### src/rtl/biq_ram.sv
`default_nettype none

module biq_ram #(
    parameter int WIDTH = 24,
    parameter int DEPTH = 40
) (
    input  wire logic                                      aclk,
    input  wire logic                                      wr_en,
    input  wire logic [((DEPTH > 1) ? $clog2(DEPTH) : 1)-1:0] wr_addr,
    input  wire logic [WIDTH-1:0]                          wr_data,
    input  wire logic                                      rd_en,
    input  wire logic [((DEPTH > 1) ? $clog2(DEPTH) : 1)-1:0] rd_addr,
    output logic      [WIDTH-1:0]                          rd_data
);

    logic [WIDTH-1:0] mem_reg [DEPTH];
    logic [WIDTH-1:0] rd_data_reg;

    // The read data holds its value until the next read.
    always_ff @(posedge aclk) begin
        if (wr_en) begin
            mem_reg[wr_addr] <= wr_data;
        end
        if (rd_en) begin
            rd_data_reg <= mem_reg[rd_addr];
        end
    end

    assign rd_data = rd_data_reg;

endmodule

`default_nettype wire

### config.mk
export PLATFORM = sky130hd
export DESIGN_NAME = biq_ram
export DESIGN_NICKNAME = d
export VERILOG_FILES = /design/src/rtl/biq_ram.sv
export SDC_FILE = /design/constraint.sdc
export NUM_CORES = 1
export LEC_CHECK = 0
export BUFFER_PORTS_ARGS = -buffer_cell sky130_fd_sc_hd__buf_2
export CORE_MARGIN = 2
export CORE_UTILIZATION = 62
export DETAILED_ROUTE_END_ITERATION = 7
export GPL_ROUTABILITY_DRIVEN = 0
export PLACE_DENSITY = 0.79
export SYNTH_ARGS = -nofsm -noshare
export SYNTH_HDL_FRONTEND = slang
export SYNTH_SLANG_ARGS = --single-unit
### constraint.sdc
create_clock -name aclk -period 3.6 [get_ports aclk]
set_input_delay 0.36 -clock aclk [delete_from_list [all_inputs] [get_ports aclk]]
set_output_delay 0.36 -clock aclk [all_outputs]
set_load 0.05 [all_outputs]
# Yosys cells after proc, flatten, opt, wreduce, memory -nomap -nowiden
# Memory sizes are Yosys's and may differ from the RTL's. A register that Yosys moved wholly into a read port is not among the register bits.
# Cells that the tools add are included.
dict set report totals {
  register_bits 0
  latchBits 0
  inputBits 39
  mem_bits_ro 0
  wordCells 3
  output_inout_bits 24
  ramBits 960
  mem_count 1
}
dict set report classes {
  bitwise_logic 0
  n_mux 2
  n_shift 0
  eq_ne 0
  div_mod_pow 0
  n_lt_le_gt_ge 0
  n_reduce_logical 0
  n_addsub 0
  multipliers 0
}
# name depth width read_ports rd_ports_with_merged_regs write_ports line
set mem_list {}
lappend mem_list {mem_reg 40 24 1 1 1 16} ;# logic [WIDTH-1:0] mem_reg [DEPTH];
# operator count
set op_table {}
lappend op_table {{1-bit two-way mux} 2}

# Depth between registers and ports, before layout
dict set report logic_depth {
  ltp_word 2
  mapped_depth 8
}

# Least setup slack after synthesis
# No wires, ideal clock.
dict set report synth_timing {
  path_kind {input to register}
  from {input wr_addr[5] in the netlist's numbering}
  to {memory mem_reg[16][0], enable pin}
  path_buffers 0
  setup_ps 435
  path_stages 3
  arrival_time_ps 2515
  setup_slack_ps 650
  path_cell_list {nor4bb_1 nand2b_1 nor3_1}
}
# item line
set synth_rtl {}
lappend synth_rtl {{start, declared} 9} ;# input wire logic [((DEPTH > 1) ? $clog2(DEPTH) : 1)-1:0] wr_addr,
lappend synth_rtl {{end, declared} 16}
# Straight into the memory's write port.

==> impl_results.md <==
* Total GRT Usage at 29.8%
* Setup TNS at 0 ns
* Worst-Margin Slew at 1.11 ns
* Syn_area_per_cell at just under 20 µm²
* Most common cell in the netlist: edfxtp_1
* Final WL at around 94 mm
* Area delta synth->final at 11.9%
* # fillers at roughly 3600
* Flop2flop setup slack at ~1.8 ns
* Pleak at between 10 and 15 nW
* CTS tree: yes
* Worst setup SP type: primary input
* Top_reg_cell synth: edfxtp_1
* Global-route wire length before repair at 134 mm
* Seq/Total Area, Yosys at between 70% and 80%
* CP Max Fanout at 42
* Placed cells at roughly 2800
* Library cells used by synthesis at 31
* Post-layout min period at ~2.2 ns
* Worst-Skew Late Latency at 0.65 ns
* Max-slew violations at 0
* Num ports at 63
* Global route total overflow at 0
* Critical Path RT at 3.97 ns
* Synth top cells by count: edfxtp_1 (984), mux2i_1 (384), a22oi_1 (96)
* Async S/R FF share, synth at 0%
* Hold Crit Class: primary input to flop
* Largest net degree at the start of global routing at 97
* Worst r2r path cells at 5
* Hold Violations, Final at 0
* Worst hold start: wr_data[16]
* Unrepaired setup endpoints after global routing: false
* Die width at ~250 µm
* Final period util at between 60 and 70%
* Core area at just over 0.06 mm²
* Cells after Synth at 1943
* Largest register FFs at 960
* Number of antenna violations at the first check in global routing at 1
* Layout cell share with drive strength beyond 1 at between 20 and 25%
* Power density of the placed cells at between 500 and 600 mW/mm²
* Longest Clk Path Bufs at 3
* Area contributors post-synth: edfxtp_1 (77%), mux2i_1 (10%), mux4_2 (2.8%)
* Sink Count at just under 1000
* Detailed Place HPWL at around 51 mm
* CTS Hold Bufs at 0
* Sw frac at between 20% and 30%
* Die Height at 253 µm
* Final nets at roughly 2100
* Vias per cell at between 6 and 7
* Starting Density at a little over three fifths
* Clk pwr share at ~40%
* Syn nets at just under 2000
* Post-synth EDFFs at 984
* Clock Tree Root: clkbuf_16
* Largest area contributor in the netlist: edfxtp_1
* Critical Path Start: rd_addr[1]
* DRC viols at 0
* Initial DRC Count at approximately 2800
* Total CTS buffers at 94
* Reg clk slew, reported paths at 0.06 ns
* Mapped cell area at approximately 0.038 mm²
* Final cell count without fillers at just under 3000
* Cell Rows at 91
* Max cap viols at 0
* CP arrival at roughly 2.6 ns
* Logic pwr share at around 5.7%
* Worst setup EP type: flop
* Worst reg2reg path endpoint: rd_data[19]$_DFFE_PP_
* Htree depth at 3
* Area share of the largest cell type after synthesis at about three quarters
* Outcome: completed
* DR WL/cell at ~32 µm
* ANT cells at 0
* Worst Hold Endpoint: mem_reg[16][16]$_DFFE_PP_
* Slew headroom at 26.1%
* ANT nets after route at 0
* FF+latch count, synth at 984
* Seq pwr share at roughly 54%
* Total number of vias at 19900
* CTS resizes at 0
* Kind of critical path: primary input to flop
* Power Total at about 0.024 W
* Vias in the first global route at between 15000 and 20000
* Worst ir drop on vdd at around 500 µV
* Post-CTS Setup Repair Bufs at 0
* Synthesis Warnings at 0
* Die Area at 0.0639 mm²
* Max Clock Skew at between 0.02 and 0.03 ns
* 1st-pass router iterations at 6
* Hold depth at 1
* Reg-to-Reg Start: mem_reg[5][19]$_DFFE_PP_
* Pint at ~0.018 W
* Setup violations, final at 0
* FMAX at ~0.45 GHz
* Port Buffers at 62
* Sw Pwr at 0.00504 W
cells in the final DEF (no fill, tap or decap), drive strengths merged:
cell type,instances
o22ai,24
clkinv,48
nand2,31
edfxtp,984
inv,1
nor2,41
or3,1
or3b,1
a21oi,48
mux2i,384
a22oi,96
nor3,2
clkbuf,111
nand3,4
mux2,24
or2,1
a221oi,48
and2,1
nand4,1
buf,148
mux4,48
clkinvlp,4
a22o,48
bufinv,5
o41ai,24
nor4bb,1
nor2b,5
nand2b,5
nand3b,1
cells by family after synthesis:
| logic type | Yosys count | share of synthesized area (%) |
|---|---|---|
| muxes | 456 | 13.5 |
| AOI/OAI and AO/OA | 288 | 6.64 |
| buffers and inverters | 120 | 1.81 |
| and+or+nand+nor | 95 | 1.08 |
| DFF | 984 | 76.9 |
how the worst max path moves through the flow:
stage                          endpoint  slack (ns)  cells past startpoint
3_5_place_dp      rd_data[19]$_DFFE_PP_        0.82                      8
4_1_cts           rd_data[19]$_DFFE_PP_        1.45                      8
6_report          rd_data[19]$_DFFE_PP_        1.36                      8
3_3_place_gp      rd_data[19]$_DFFE_PP_        0.84                      8
2_1_floorplan  mem_reg[16][0]$_DFFE_PP_        0.65                      3
5_1_grt           rd_data[19]$_DFFE_PP_        1.34                      8
layer usage:
metal / track usage (%) / vias to the layer above / wire [µm]
met2: 46.0 / 1304 / 44200
met4: 12.0 / 0 / 3930
met1: 40.7 / 10100 / 34700
li1: - / 8247 / -
met3: 8.11 / 240 / 11200
met5: 0 / - / 0
through the flow:
stage                     setup WS (ns)  area [µm²]  util [%]  hold slack (ns)
after global placement            0.836       40100      65.1            0.875
after floorplan                   0.650       38400         -            0.459
after CTS                          1.45       43000      69.9            0.279
after detailed placement          0.823       40100      65.1            0.895
after global routing               1.34       43000      69.9            0.324
final                              1.36       43000      69.9            0.305
power by group through the flow:
stage	clock (W)	combinational [W]	sequential [W]
finish	0.00941	0.00133	0.0128
global route	0.00991	0.00139	0.0128
CTS	0.00948	0.00132	0.0128
detailed placement	0	0.00131	0.0130
global placement	0	0.00127	0.0130
floorplan	0	0.000707	0.0131
final cells by class:
class | count | area, µm² | area share, %
tap | 790 | 988 | 2.30
clock buffer | 111 | 2500 | 5.82
sequential | 984 | 29500 | 68.7
multi-input combinational | 839 | 8290 | 19.3
timing repair buffer | 148 | 1230 | 2.86
clock inverter | 58 | 430 | 1.00
critical path: stages:
cell,delay (ns)
buf_2,0.30
nor2b_4,0.23
buf_12,0.31
buf_4,0.37
a22o_1,0.20
a221oi_2,0.04
o22ai_1,0.58
o41ai_2,0.17
Power figures use the tool's default switching activity.
