### src/rtl/biq_pkg.sv
`default_nettype none

package biq_pkg;

    // Fixed-point formats: samples Q1.23, coefficients Q4.20.
    localparam int SAMPLE_W    = 24;
    localparam int COEF_W      = 24;
    localparam int PROD_W      = SAMPLE_W + COEF_W;
    localparam int ACC_W       = PROD_W + 3;
    localparam int ROUND_SHIFT = 20;
    localparam int RND_W       = ACC_W - ROUND_SHIFT;
    localparam int NCOEF       = 5;

    // Request commands.
    localparam logic [1:0] CMD_LOAD   = 2'd0;
    localparam logic [1:0] CMD_FILTER = 2'd1;
    localparam logic [1:0] CMD_CLEAR  = 2'd2;

    // Coefficient slots, also the order in which the taps are accumulated.
    localparam logic [2:0] TAP_B0 = 3'd0;
    localparam logic [2:0] TAP_B1 = 3'd1;
    localparam logic [2:0] TAP_B2 = 3'd2;
    localparam logic [2:0] TAP_A1 = 3'd3;
    localparam logic [2:0] TAP_A2 = 3'd4;

    typedef struct packed {
        logic [1:0]                 cmd;
        logic [5:0]                 channel;
        logic [2:0]                 section;
        logic [2:0]                 coef_index;
        logic signed [COEF_W-1:0]   coef_value;
        logic signed [SAMPLE_W-1:0] sample;
    } in_t;

    typedef struct packed {
        logic signed [SAMPLE_W-1:0] filtered;
        logic                       saturated;
    } out_t;

    // One history entry per channel and section.
    typedef struct packed {
        logic signed [SAMPLE_W-1:0] x1;
        logic signed [SAMPLE_W-1:0] x2;
        logic signed [SAMPLE_W-1:0] y1;
        logic signed [SAMPLE_W-1:0] y2;
    } hist_t;

    localparam int HIST_W = $bits(hist_t);

    typedef struct packed {
        logic mul_en;
        logic acc_en;
        logic acc_first;
        logic acc_sub;
    } mac_ctrl_t;

endpackage

`default_nettype wire

### src/rtl/biq_mac.sv
`default_nettype none

module biq_mac (
    input  wire logic                                   aclk,
    input  wire biq_pkg::mac_ctrl_t                     ctrl,
    input  wire logic signed [biq_pkg::COEF_W-1:0]      coef,
    input  wire logic signed [biq_pkg::SAMPLE_W-1:0]    operand,
    output logic signed [biq_pkg::SAMPLE_W-1:0]         y,
    output logic                                        clip
);

    localparam logic signed [biq_pkg::RND_W-1:0] SAT_MAX =
        biq_pkg::RND_W'((2 ** (biq_pkg::SAMPLE_W - 1)) - 1);
    localparam logic signed [biq_pkg::RND_W-1:0] SAT_MIN =
        -biq_pkg::RND_W'(2 ** (biq_pkg::SAMPLE_W - 1));
    localparam logic signed [biq_pkg::ACC_W-1:0] HALF_LSB =
        biq_pkg::ACC_W'(2 ** (biq_pkg::ROUND_SHIFT - 1));

    logic signed [biq_pkg::PROD_W-1:0] prod_reg;
    logic signed [biq_pkg::ACC_W-1:0]  acc_reg;
    logic signed [biq_pkg::ACC_W-1:0]  prod_ext;
    logic signed [biq_pkg::ACC_W-1:0]  term;
    logic signed [biq_pkg::ACC_W-1:0]  biased;
    logic signed [biq_pkg::RND_W-1:0]  rounded;

    assign prod_ext = biq_pkg::ACC_W'(prod_reg);
    assign term     = ctrl.acc_sub ? -prod_ext : prod_ext;

    always_ff @(posedge aclk) begin
        if (ctrl.mul_en) begin
            prod_reg <= coef * operand;
        end
        if (ctrl.acc_en) begin
            acc_reg <= ctrl.acc_first ? term : acc_reg + term;
        end
    end

    // Round half up to Q1.23, then clip to the sample range.
    assign biased  = acc_reg + HALF_LSB;
    assign rounded = biq_pkg::RND_W'(biased >>> biq_pkg::ROUND_SHIFT);

    always_comb begin
        clip = 1'b0;
        y    = biq_pkg::SAMPLE_W'(rounded);
        if (rounded > SAT_MAX) begin
            y    = biq_pkg::SAMPLE_W'(SAT_MAX);
            clip = 1'b1;
        end else if (rounded < SAT_MIN) begin
            y    = biq_pkg::SAMPLE_W'(SAT_MIN);
            clip = 1'b1;
        end
    end

endmodule

`default_nettype wire
### config.mk
export PLATFORM = sky130hd
export DESIGN_NAME = biq_mac
export DESIGN_NICKNAME = d
export VERILOG_FILES = /design/src/rtl/biq_pkg.sv /design/src/rtl/biq_mac.sv
export SDC_FILE = /design/constraint.sdc
export NUM_CORES = 2
export LEC_CHECK = 0
export BUFFER_PORTS_ARGS = -buffer_cell sky130_fd_sc_hd__buf_2
export CAP_MARGIN = 20
export CORE_MARGIN = 2
export CORE_UTILIZATION = 60
export DETAILED_ROUTE_END_ITERATION = 6
export PLACE_DENSITY = 0.91
export SYNTH_ARGS = -nofsm -noshare
export SYNTH_HDL_FRONTEND = slang
export SYNTH_SLANG_ARGS = --single-unit
### constraint.sdc
create_clock -name aclk -period 6.9 [get_ports aclk]
set_input_delay 0.69 -clock aclk [delete_from_list [all_inputs] [get_ports aclk]]
set_output_delay 0.69 -clock aclk [all_outputs]
set_load 0.02 [all_outputs]
Word level (Yosys, flattened, before mapping) --
Index checks and enable logic that the tools add are counted.
Storage, ports and cells: bits of input ports 53, logic and storage cells 14, register bits 99, output and inout port bits 25
Cells by class: $add $sub $neg 3, $mul 1, $lt $le $gt $ge 2, muxes and demuxes 6
Operator list (number):
- 2-to-1 mux 51 bit | 2
- adder 51 x 21 -> 51 bit, second input constant | 1
- adder 51 bit | 1
- negator 48 -> 51 bit | 1
- multiplier 24 x 24 -> 48 bit | 1
- 2-to-1 mux 24 bit | 2
- greater-than comparator 31 x 24 -> 1 bit, second input constant | 1
- < comparator 31 x 24 -> 1 bit, second input constant | 1
- 2-to-1 mux 1 bit | 2

Logic depth before layout (Yosys ltp) --
depth in word-level cells 4, depth in mapped cells 26, gate-level depth less buffers 25

Worst setup path after synthesis --
Ideal clock, no wire load.
path kind input-to-reg, from input coef[23] (netlist bit), to register prod_reg[46] (netlist bit), data pin, stages on the path 22, buffers on the path 1, required time 6.627 ns, setup slack -0.443 ns, library setup time 0.273 ns, data arrival time 7.070 ns, path through clkbuf_1 -> nand2_1 -> inv_1 -> fa_1 -> inv_1 -> fa_1 -> inv_1 -> fa_1 -> fa_1 -> fa_1 -> fa_1 -> inv_1 -> fa_1 -> inv_1 -> ha_1 -> o21ai_0 -> o311ai_0 -> o22ai_1 -> a21oi_1 -> nand2_1 -> a31oi_1 -> a41oi_1
Between the ends: word-level cells in the longest chain between the ends 1
Ends and longest elaborated chain:
- from (decl) | line biq_mac.sv:6 | input wire logic signed [biq_pkg::COEF_W-1:0] coef,
- multiplier 24 x 24 -> 48 bit | line biq_mac.sv:31 | prod_reg <= coef * operand;
- to (signal assigned) | line biq_mac.sv:31
- to (decl) | line biq_mac.sv:19 | logic signed [biq_pkg::PROD_W-1:0] prod_reg;
Every way passes these cells. A chain may end at the register's enable or synchronous reset.

Worst setup path after layout --
from input operand[16] (netlist bit), to register prod_reg[38] (netlist bit), data pin
Between the ends: word-level cells in the longest chain between the ends 1
Ends and longest elaborated chain:
- from (decl) | line biq_mac.sv:7 | input wire logic signed [biq_pkg::SAMPLE_W-1:0] operand,
- multiplier 24 x 24 -> 48 bit | line biq_mac.sv:31
Every way passes these cells.

==> impl_results.md <==
* Reg clk slew, reported paths at approximately 0.080 ns
* Routed Antenna Nets at 0
* Hold Path Stages at 1
* Final WL at 101000 um
* Synth Area per Inst at about 9 um^2
* Clk root buf: clkbuf_16
* Met3 WL post-DR at roughly 14000 um
* Post-Synth Simple-Gate Area at approximately 16%
* Max clock buf depth at 2
* Flip-flop count of the largest register after layout at 51
* CTS tree: done
* Top cell type's share of synthesized area at between 40 and 50%
* Complex-gate fraction of the synthesized area at slightly below 9%
* # DRC at 7
* Routed vias/inst at roughly 6.5
* Mapped Cells at around 3300
* Synth unique cells at slightly above 70
* Synth top area cells: fa_1, edfxtp_1, inv_1
* Req. time, crit path at roughly 7.0 ns
* Crit path from: operand[16]
* Antenna cells at 0
* Vias in the first global route at 26947
* Post-synthesis mux area share at 0.246%
* GRT Overall Usage at 32.8%
* Final Hold Fails at 0
* CP Max Fanout at 13
* Hold Crit Class: reg2reg
* R2R setup slack at 1.03 ns
* HPWL Detailed at ~68000 um
* Dominant combinational cell family by area after synthesis: adder cells
* Crit path DAT at 7.54 ns
* Reg2reg start: prod_reg[15]$_DFFE_PP_
* Post-synthesis sequential area ratio at roughly a tenth
* Yosys reg bits at a little under 100
* DRT Pass-1 Iters at 7
* Fmax at about 130 MHz
* Starting DRT DRC Count at roughly 3500
* Outcome: finished with violations
* # IOs at 78
* Synth-to-Final Area Change at 14.6%
* Slack of the critical path at -0.530 ns
* Max-slew violations at 0
* Largest net degree at the start of global routing at 62
* Top Metal Used: met4
* Initial antenna violation count at 0
* Critical path launch point type: input pin
* Yosys warnings at 0
* Maximum capacitance violations at 0
* CP Capture Point: prod_reg[38]$_DFFE_PP_
* Fin crit period at around 7.4 ns
* Post-synth top flop: edfxtp_1
* Grt ovf at 0
* Setup TNS at -6.49 ns
* Endpoints failing setup at 21
* DR vias at ~27000
* Critical Path Sink Type: register
* CP max stage delay at 0.66 ns
* Die height at around 230 um
* Die ar. at 51000 um^2
* Syn_nets at 4110
* Worst r2r path cells at 16
* PortBufs at 77
* Wl on met1 at 31400 um
* Nets at roughly 4300
* Synth area leader: fa_1
* Fin crit share at 108%
* Fraction of registers with async set/reset at 0%
* Mapped Area at 29500 um^2
* Xor and xnor fraction of the mapped netlist area at under 10%
* H-tree depth at 3
* Adder-cell area share of the yosys netlist at roughly half
* Die Width at approximately 230 um
* R2r endpoint: acc_reg[50]$_DFFE_PP_
* CTS Sinks at between 90 and 100
* Clk Latency, worst-skew pair at roughly 0.37 ns
* Filler Cells Inserted at approximately 2900
* Initial cell density of the core at about three fifths
* Post-synth EDFFs at 99
* Post-DR wirelength/cell at around 24 um
* Met2 WL at 44500 um
* Unrepaired setup endpoints after global routing: true
* Failing checks: DRC, setup timing
* First-pass GRT wire length at roughly 130000 um
* Max_slew headroom at 27.7%
* Clk_skew at 0.0153 ns
* CORE AREA at approximately 50000 um^2
* Share of cells above drive strength 1 at ~16%
* CTS Buf Count at 9
* Row count at 81
* Crit Path Class: in2reg
* Post-CTS Hold Buffers at 0
* Slowest library cell on the worst path: fa_1
* Worst slew pin tran at about 1.1 ns
* Gp weighted congestion at roughly 0.96
[critical path: cells and delay by family]
family                     cells  cell delay [ns]
adders and majority gates      8             3.70
and+or+nand+nor                5             0.94
AOI/OAI and AO/OA              4             1.25
buffers and inverters          8             0.91
[area by class of cell]
class                      instances  area (um^2)  area share, %
timing repair buffer             366         2970           8.79
multi-input combinational       2343        24200           71.6
clock buffer                       9          225          0.666
inverter                         680         2560           7.56
tap                              664          831           2.46
clock inverter                     7         57.6          0.170
sequential                        99         2970           8.79
[cell usage after synthesis (all sizes together), types with 40 or more instances]
library cell,count
nand2,377
nor2,121
ha,186
and2,274
xnor2,120
xor2,40
fa,608
inv,680
o21ai,119
clkbuf,133
edfxtp,99
a21oi,106
[how the worst min path moves through the flow]
stage                                startpoint                    to  slack, ns
after floorplan           prod_reg[0]$_DFFE_PP_  acc_reg[0]$_DFFE_PP_       0.60
after global placement    prod_reg[0]$_DFFE_PP_  acc_reg[0]$_DFFE_PP_       0.62
after detailed placement  prod_reg[0]$_DFFE_PP_  acc_reg[0]$_DFFE_PP_       0.65
after CTS                 prod_reg[0]$_DFFE_PP_  acc_reg[0]$_DFFE_PP_       0.67
after global routing      prod_reg[0]$_DFFE_PP_  acc_reg[0]$_DFFE_PP_       0.69
final                     prod_reg[0]$_DFFE_PP_  acc_reg[0]$_DFFE_PP_       0.67
[layout by cell type (no fill, tap or decap), types with 10 or more instances in the layout]
| cell type | netlist | final |
|---|---|---|
| inv_1 | 680 | 651 |
| fa_2 | 0 | 30 |
| or3_1 | 10 | 10 |
| ha_1 | 186 | 167 |
| and2_1 | 274 | 254 |
| nand3_1 | 37 | 34 |
| nand4_1 | 26 | 26 |
| buf_6 | 1 | 29 |
| o31ai_1 | 18 | 16 |
| nor3_1 | 38 | 34 |
| o21a_1 | 14 | 13 |
| xor2_1 | 40 | 40 |
| and2_4 | 0 | 20 |
| nand2_1 | 377 | 367 |
| a21oi_2 | 0 | 13 |
| inv_2 | 0 | 28 |
| buf_4 | 0 | 256 |
| a211oi_1 | 15 | 15 |
| fa_1 | 608 | 578 |
| clkbuf_16 | 0 | 10 |
| ha_4 | 0 | 16 |
| edfxtp_1 | 99 | 99 |
| xnor2_1 | 120 | 120 |
| nor2_1 | 121 | 116 |
| o21ai_0 | 111 | 109 |
| buf_2 | 1 | 54 |
| nand2b_1 | 26 | 26 |
| buf_12 | 0 | 15 |
| a21o_1 | 37 | 37 |
| a21oi_1 | 106 | 89 |
[repair_timing]
action | in CTS | in global routing
gates resized for setup | 22 | 233
endpoints found under the hold margin | 0 | 0
setup endpoints to repair | 12 | 21
cloned | 0 | 1
pin swaps | 15 | 121
setup buffers | 12 | 21
[per-stage QoR]
stage	hold slack, ns	instances	setup WS (ns)	util, %	cell area (um^2)
final	0.671	4168	-0.530	69.3	33800
after global routing	0.688	4168	-0.557	69.3	33800
after CTS	0.666	4147	0.00120	67.3	32800
after detailed placement	0.652	4119	-0.545	66.3	32300
after global placement	0.622	4119	-0.272	66.3	32300
after floorplan	0.598	3263	-0.0218	-	29500
[cell families after synthesis]
| kind of cell | after synthesis |
|---|---|
| and+or+nand+nor | 975 |
| muxes | 7 |
| DFF | 99 |
| AOI/OAI and AO/OA | 407 |
| xor gates and xnor gates | 160 |
| buffers and inverters | 821 |
| adders and majority gates | 794 |
[routing by layer]
layer,GRT usage (%),vias up
met5,0,-
met4,16.8,0
met3,6.15,1125
met2,56.6,2762
met1,39.3,12485
li1,-,10579
Power is left out: the tool's default activity adds up to more than one toggle a clock period on the data nets, which glitch-free logic cannot reach.
